===== config.mk =====
export PLATFORM = sky130hd
export DESIGN_NAME = light_pi_controller
export DESIGN_NICKNAME = d
export VERILOG_FILES = /design/src/design/lpc_pkg.sv /design/src/design/light_pi_controller.sv /design/src/design/lpc_update.sv
export SDC_FILE = /design/constraint.sdc
export NUM_CORES = 1
export LEC_CHECK = 0
export BUFFER_PORTS_ARGS = -buffer_cell sky130_fd_sc_hd__buf_4
export CAP_MARGIN = 25
export CORE_MARGIN = 1.5
export CORE_UTILIZATION = 45
export CTS_CLUSTER_DIAMETER = 60
export DETAILED_ROUTE_END_ITERATION = 7
export HOLD_SLACK_MARGIN = 0.06
export PLACE_DENSITY = 0.67
export REMOVE_ABC_BUFFERS = 1
export SLEW_MARGIN = 25
export SYNTH_ARGS = -nofsm -noshare
export SYNTH_HDL_FRONTEND = slang
export SYNTH_SLANG_ARGS = --single-unit
export TNS_END_PERCENT = 50

===== constraint.sdc =====
create_clock -name clock -period 16.6 [get_ports clock]
set_clock_uncertainty 0.2 [all_clocks]
set_input_delay 1.66 -clock clock [delete_from_list [all_inputs] [get_ports clock]]
set_output_delay 1.66 -clock clock [all_outputs]
set_load 0.005 [all_outputs]

===== src/design/lpc_pkg.sv =====
// Shared types and constants for the light level PI controller.
// No dependencies; used by lpc_update and light_pi_controller.
`default_nettype none

package lpc_pkg;

   // Configuration register indexes.
   localparam logic CSR_TARGET_LEVEL = 1'b0;
   localparam logic CSR_MANUAL_MODE  = 1'b1;

   localparam int LEVEL_W = 7;
   localparam int ERR_W   = 8;
   localparam int INTEG_W = 16;
   localparam int NUM_W   = 19;

   localparam logic [LEVEL_W-1:0] TARGET_RESET = 7'd50;
   localparam logic [LEVEL_W-1:0] DRIVE_MAX    = 7'd100;

   // Integral limit 1000.0 in Q10.6.
   localparam logic [INTEG_W-1:0] INTEG_MAX_Q6 = 16'd64000;
   // Separation band: the error enters the integral only when |error| < 35.
   localparam logic signed [ERR_W-1:0] SEP_LIMIT = 8'sd35;
   // Drive saturates once num reaches (DRIVE_MAX + 1) * 640.
   localparam logic signed [NUM_W-1:0] DRIVE_SAT_NUM = 19'sd64640;
   // floor(x / 5) = (x * 205) >> 10 for x below 1024.
   localparam logic [7:0] RECIP_FIVE = 8'd205;

   typedef struct packed {
      logic [LEVEL_W-1:0] light_level;
      logic [LEVEL_W-1:0] present_brightness;
   } req_type;

   typedef struct packed {
      logic               drive_valid;
      logic [LEVEL_W-1:0] led_drive;
   } rsp_type;

   typedef struct packed {
      logic [INTEG_W-1:0]      integral_sum;
      logic signed [ERR_W-1:0] previous_error;
   } state_type;

endpackage

`default_nettype wire


===== src/design/light_pi_controller.sv =====
// Top level of the light level PI controller: request and result registers,
// controller state and configuration registers. Depends on lpc_pkg, lpc_update.
//
// Usage: each request on req_ carries a light sample and the LED brightness now
// applied. Every request yields exactly one result on rsp_: in automatic mode
// rsp_drive_valid is 1 and rsp_led_drive is the new brightness command; in
// manual mode both are zero while the integral tracks the brightness.
// An accepted request is held in the request register and its result in the
// result register. Throughput is one request per cycle while rsp_ready is high:
// the update of the integral and the previous error is one short combinational
// step between the two registers, so requests may follow back to back.
// When the receiver stalls (rsp_ready low), the result register holds and the
// request register fills; req_ready drops only when both are occupied.
// Synchronous reset empties both registers, clears the integral and the
// previous error, and sets target_level to 50 and manual_mode to automatic.
// csr_ writes take effect at the next edge; write them only while idle.
`default_nettype none

module light_pi_controller (
   input  logic                        clock,
   input  logic                        reset,
   input  logic                        req_valid,
   output logic                        req_ready,
   input  logic [lpc_pkg::LEVEL_W-1:0] req_light_level,
   input  logic [lpc_pkg::LEVEL_W-1:0] req_present_brightness,
   output logic                        rsp_valid,
   input  logic                        rsp_ready,
   output logic                        rsp_drive_valid,
   output logic [lpc_pkg::LEVEL_W-1:0] rsp_led_drive,
   input  logic                        csr_write_en,
   input  logic                        csr_index,
   input  logic [lpc_pkg::LEVEL_W-1:0] csr_wdata
);
   import lpc_pkg::*;

   logic               s1_valid_ff, s1_valid_in;
   req_type            s1_req_ff;
   logic               rsp_valid_ff, rsp_valid_in;
   rsp_type            rsp_ff;
   state_type          state_ff;
   logic [LEVEL_W-1:0] target_level_ff;
   logic               manual_mode_ff;

   logic      advance;
   logic      req_fire;
   state_type state_next;
   rsp_type   rsp_next;

   lpc_update u_update (
      .state_cur    (state_ff),
      .req_item     (s1_req_ff),
      .target_level (target_level_ff),
      .manual_mode  (manual_mode_ff),
      .state_next   (state_next),
      .rsp_item     (rsp_next)
   );

   always_comb begin
      advance      = s1_valid_ff && (!rsp_valid_ff || rsp_ready);
      req_ready    = !s1_valid_ff || advance;
      req_fire     = req_valid && req_ready;
      s1_valid_in  = req_fire || (s1_valid_ff && !advance);
      rsp_valid_in = advance || (rsp_valid_ff && !rsp_ready);
   end

   always_ff @(posedge clock) begin
      if (reset) begin
         s1_valid_ff     <= 1'b0;
         rsp_valid_ff    <= 1'b0;
         state_ff        <= '0;
         target_level_ff <= TARGET_RESET;
         manual_mode_ff  <= 1'b0;
      end else begin
         s1_valid_ff  <= s1_valid_in;
         rsp_valid_ff <= rsp_valid_in;
         if (advance) begin
            state_ff <= state_next;
         end
         if (csr_write_en) begin
            unique case (csr_index)
               CSR_TARGET_LEVEL: target_level_ff <= csr_wdata;
               CSR_MANUAL_MODE:  manual_mode_ff  <= csr_wdata[0];
               default:          ;
            endcase
         end
      end
   end

   always_ff @(posedge clock) begin
      if (req_fire) begin
         s1_req_ff.light_level        <= req_light_level;
         s1_req_ff.present_brightness <= req_present_brightness;
      end
      if (advance) begin
         rsp_ff <= rsp_next;
      end
   end

   assign rsp_valid       = rsp_valid_ff;
   assign rsp_drive_valid = rsp_ff.drive_valid;
   assign rsp_led_drive   = rsp_ff.led_drive;

   a_integral_range: assert property (@(posedge clock) disable iff (reset)
      state_ff.integral_sum <= INTEG_MAX_Q6)
      else $error("integral left its clamp range");

   a_drive_range: assert property (@(posedge clock) disable iff (reset)
      rsp_valid_ff |-> (rsp_ff.led_drive <= DRIVE_MAX) &&
                       (rsp_ff.drive_valid || (rsp_ff.led_drive == '0)))
      else $error("drive out of range or nonzero without drive_valid");

   a_manual_clears_error: assert property (@(posedge clock) disable iff (reset)
      (advance && manual_mode_ff) |=> (state_ff.previous_error == '0))
      else $error("manual update did not clear the previous error");

   a_stall_holds_result: assert property (@(posedge clock) disable iff (reset)
      (rsp_valid_ff && !rsp_ready) |=> (rsp_valid_ff && $stable(rsp_ff)))
      else $error("stalled result was lost or changed");

endmodule

`default_nettype wire


===== src/design/lpc_update.sv =====
// One-step update of the PI controller: next integral, next error and drive.
// Purely combinational; depends on lpc_pkg.
`default_nettype none

module lpc_update (
   input  lpc_pkg::state_type            state_cur,
   input  lpc_pkg::req_type              req_item,
   input  logic [lpc_pkg::LEVEL_W-1:0]   target_level,
   input  logic                          manual_mode,
   output lpc_pkg::state_type            state_next,
   output lpc_pkg::rsp_type              rsp_item
);
   import lpc_pkg::*;

   logic signed [ERR_W-1:0]   err;
   logic                      sign_flip;
   logic                      in_band;
   logic [INTEG_W-1:0]        halved;
   logic signed [INTEG_W+1:0] err_q6;
   logic signed [INTEG_W+1:0] acc_sum;
   logic [INTEG_W-1:0]        acc_clamped;
   logic signed [NUM_W-1:0]   err_w;
   logic signed [NUM_W-1:0]   num;
   logic [16:0]               quot_prod;
   logic [LEVEL_W-1:0]        drive;
   logic [INTEG_W-1:0]        track;

   always_comb begin
      err = signed'({1'b0, target_level}) - signed'({1'b0, req_item.light_level});

      sign_flip = ((err < 0) && (state_cur.previous_error > 0)) ||
                  ((err > 0) && (state_cur.previous_error < 0));
      halved = sign_flip ? (state_cur.integral_sum >> 1) : state_cur.integral_sum;

      in_band = (err > -SEP_LIMIT) && (err < SEP_LIMIT);
      err_q6  = {{4{err[ERR_W-1]}}, err, 6'b000000};
      acc_sum = signed'({2'b00, halved}) + (in_band ? err_q6 : '0);

      if (acc_sum < 0) begin
         acc_clamped = '0;
      end else if (acc_sum > signed'({2'b00, INTEG_MAX_Q6})) begin
         acc_clamped = INTEG_MAX_Q6;
      end else begin
         acc_clamped = acc_sum[INTEG_W-1:0];
      end

      // Proportional gain 0.6 and integral gain 0.1 share the divisor 640:
      // num = 384 * err + integral_q6.
      err_w = {{(NUM_W-ERR_W){err[ERR_W-1]}}, err};
      num   = signed'({3'b000, acc_clamped}) + (err_w <<< 8) + (err_w <<< 7);

      // Below saturation num < 64640, so num >> 7 stays under 505.
      quot_prod = 17'(num[15:7] * RECIP_FIVE);
      if (num <= 0) begin
         drive = '0;
      end else if (num >= DRIVE_SAT_NUM) begin
         drive = DRIVE_MAX;
      end else begin
         drive = quot_prod[16:10];
      end

      if (req_item.present_brightness > DRIVE_MAX) begin
         track = INTEG_MAX_Q6;
      end else begin
         track = {req_item.present_brightness, 9'b0} +
                 {2'b00, req_item.present_brightness, 7'b0};
      end

      if (manual_mode) begin
         state_next.integral_sum   = track;
         state_next.previous_error = '0;
         rsp_item.drive_valid      = 1'b0;
         rsp_item.led_drive        = '0;
      end else begin
         state_next.integral_sum   = acc_clamped;
         state_next.previous_error = err;
         rsp_item.drive_valid      = 1'b1;
         rsp_item.led_drive        = drive;
      end
   end

endmodule

`default_nettype wire


==> results <==
- The flow ran to the end, and the final reports show no timing, DRC or antenna violations.
- The post-detailed-route DRC marker count is 0.
- In this run the mean area of a mapped cell was ~8.9 um2.
- The number of slew-limit violations in the final report is 0.
- Sorting the synthesized cells by area gives the leading types as ha_1 (18%), dfxtp_1 (12%), edfxtp_1 (12%), fa_1 (9.1%), inv_1 (4.7%).
- The clock tree synthesis step divided the H-tree into 2 levels.
- The number of buffers and inverters on the critical path is 4.
- Using the TritonRoute via totals, the vias-per-cell ratio works out to between 5 and 6.
- The initial antenna violation count was 0.
- The critical path is of the reg2reg type.
- The async set or reset register ratio after synthesis is 0%.
- The area growth from synthesis to layout is 10.1%.
- The delay contributed by the slowest stage of the critical path is slightly above 0.6 ns.
- The count of endpoints failing setup in the final report is 0.
- After synthesis, the largest area contributor takes up ~18% of total cell area.
- The effective utilization at floorplan is ~46%.
- For the pin with the worst max-slew slack, the measured transition is ~0.80 ns.
- Buffers placed on the I/O ports in this run total 36.
- The chip width is between 100 and 150 um.
- For this run, the number of Yosys warnings is 0.
- The longest clock path from root to sink contains 2 buffers.
- The sum of overflow across all layers after global routing is 0.
- The number of unique standard cell types used by synthesis is 71.
- The HPWL after detailed placement is approximately 9900 um.
- 37 I/O pins were placed.
- The gate count of the mapped netlist is 620.
- The post-synth design cell area is ~5500 um2.
- Setup repair after global routing left no endpoint under its margin.
- Global routing consumed, over all layers together, about a fifth of the routing resources.
- The most frequently used flop master after synthesis is dfxtp_1.
- The post-CTS setup buffer count is 0.
- The count of max-cap constraint violations is 0.
- The diode insertion count for antenna repair is 0.
- The count of nets after finishing is roughly 780.
- The wire length of the first global-routing pass is roughly 21000 um.
- The post-cts sizing count is 0.
- The clock reaches the later pin of the worst-skew pair after 0.30 ns.
- The final setup TNS is 0 ns.
- The share of synthesized area occupied by flip-flops and latches is approximately a quarter.
- For this run, the top clock speed supported by timing is ~85 MHz.
- The commonest cells after synthesis are ha_1 (80), inv_1 (69), nor2_1 (67), a21oi_1 (36), dfxtp_1 (34).
- STA classifies the critical path startpoint as a flip-flop.
- The count of endpoints failing hold in the final timing report is 0.
- The die is between 100 and 150 um tall.
- Among all cell types in the netlist, the one instantiated most often is ha_1.
- The master cell of the clock root buffer is clkbuf_16.
- The CTS buffer count is 5.
- The ratio of final minimum period to clock period is between 70% and 80%.
- The fraction of final layout cells with drive strength greater than 1 is between 10% and 20%.
- Entering global routing, the biggest net connects 34 pins.
- The cell family with the largest share of critical-path delay is adder cells.
- The first routing iteration left 180 violations.
- The data arrival time of the critical path is approximately 12 ns.
- For the worst setup path, the data required time is between 15 and 20 ns.
- The final estimated routing congestion in global placement is roughly 0.9.
- The synthesized design spends more area on one cell type than any other, namely ha_1.
- The library cell appearing most often on the critical path is fa_1.
- The slowest stage cell on the critical path is xor2_1.
- In this run the tightest slew margin relative to its limit is 46.4%.
- The tree built by TritonCTS fans out to 56 sinks.
- The clock-pin slew on the worst setup and hold paths is 0.07 ns.
- The pre-antenna-repair detailed-routing pass consisted of 5 iterations.
- The largest driver fanout on the critical path is 17.
- The path class of the tightest hold or removal check is reg2reg.
- The filler cells instantiated in the layout total around 1100.
- The die outline area is 12900 um2.
- The count of nets left with antenna violations once routing finished came out at 0.
- The number of rows created at floorplan is 40.
- The number of global-route vias before repair came to between 4000 and 5000.
- The worst setup path is captured at a flip-flop.
- In this run, synthesis produced a sequential element count of 56.
- TritonCTS built the clock tree.
- The final period demand of the worst path is about 12 ns.
- The number of enable flip-flop cells after synthesis is 22.
- Summing over every cut layer, the via total after detailed routing is about 4500.
- The average wire per cell in the routed design is roughly 15 um.
- In this run, post-CTS hold repair placed 0 buffers.
- Summed over all layers, the routed wires come to 11900 um.
- The floorplan step defined a core boundary enclosing 12000 um2.
-- layout make-up --
| type | instances | area [um2] | share of cell area [%] |
|---|---|---|---|
| multi-input cells | 478 | 3820 | 63.2 |
| repair buffers | 38 | 285 | 4.71 |
| well taps | 147 | 184 | 3.04 |
| clock buffers | 5 | 125 | 2.07 |
| clock inverters | 3 | 22.5 | 0.372 |
| flip-flops and latches | 56 | 1340 | 22.1 |
| inverters | 72 | 273 | 4.50 |
-- worst paths after layout --
path	startpoint	depth (start not counted)	end	slack, ns
max	s1_req_ff[7]$_DFFE_PP_	40	rsp_led_drive[6]$_SDFFCE_PP0P_	4.81
min	state_ff[22]$_SDFFE_PP0P_	2	state_ff[22]$_SDFFE_PP0P_	0.27
max reg2reg	s1_req_ff[7]$_DFFE_PP_	40	rsp_led_drive[6]$_SDFFCE_PP0P_	4.81
min reg2reg	state_ff[22]$_SDFFE_PP0P_	2	state_ff[22]$_SDFFE_PP0P_	0.27
-- sequential cells by signal, indices dropped and copies added (netlist names) --
signal / flops
manual_mode_ff: 1
state_ff: 24
rsp_valid: 1
s1_valid_ff: 1
s1_req_ff: 14
rsp_drive_valid: 1
rsp_led_drive: 7
target_level_ff: 7
-- stage by stage --
stage | std cells | setup WS, ns | utilization, % | hold slack, ns | cell area [um2]
6_report | 799 | 4.81 | 50.6 | 0.273 | 6060
5_1_grt | 799 | 4.05 | 50.6 | 0.289 | 6060
3_5_place_dp | 791 | 4.92 | 49.4 | 0.266 | 5910
3_3_place_gp | 791 | 5.18 | 49.4 | 0.262 | 5910
2_1_floorplan | 606 | 5.56 | - | 0.233 | 5440
4_1_cts | 799 | 4.85 | 50.6 | 0.276 | 6060
-- layer usage --
layer | routed length, um | vias to the layer above | track usage, %
met4 | 208 | 0 | 5.17
met2 | 5810 | 97 | 34.5
li1 | - | 2250 | -
met1 | 5530 | 2143 | 25.9
met3 | 409 | 22 | 1.91
met5 | 0 | - | 0
-- cell usage in the layout, fill, tap and decap left out, drive strengths merged, types with 3 or more instances in the layout --
| master | Yosys | layout |
|---|---|---|
| ha | 80 | 80 |
| o21a | 6 | 6 |
| buf | 5 | 38 |
| mux2 | 9 | 9 |
| o31ai | 4 | 4 |
| a31oi | 15 | 15 |
| xor2 | 13 | 13 |
| a221oi | 4 | 4 |
| xnor2 | 16 | 16 |
| nand3 | 19 | 19 |
| clkinv | 1 | 3 |
| nand2 | 28 | 28 |
| nor3 | 15 | 15 |
| nor2b | 7 | 7 |
| fa | 25 | 25 |
| nor2 | 67 | 67 |
| or2 | 5 | 5 |
| edfxtp | 22 | 22 |
| and2 | 12 | 12 |
| nand2b | 10 | 10 |
| a22oi | 5 | 5 |
| o21ai | 22 | 22 |
| a21oi | 36 | 36 |
| clkbuf | 9 | 5 |
| a21o | 10 | 10 |
| dfxtp | 34 | 34 |
| nor4 | 6 | 6 |
| and3 | 8 | 8 |
| a211o | 4 | 4 |
| o21bai | 5 | 5 |
| or3 | 3 | 3 |
| mux2i | 5 | 5 |
| a211oi | 7 | 7 |
| inv | 71 | 72 |
-- cell families (layout without fill, tap and decap cells) --
logic type,Yosys count,count (layout),share of synthesized area (%)
adder cells (fa/ha/maj),105,105,27.3
buffers and inverters,86,118,6.12
XOR/XNOR,29,29,4.75
multiplexers,14,14,2.75
flip-flops,56,56,24.4
AND/OR/NAND/NOR,193,193,17.6
AO/OA/AOI/OAI,137,137,17.1
-- worst min-delay path: cells and delay by family (launching register included) --
kind | cells | cell delay, ns
flops | 1 | 0.33
compound gates | 1 | 0.05
simple gates | 1 | 0.06
Power is left out: the tool's default activity adds up to more than one toggle a clock period on the data nets, which glitch-free logic cannot reach.
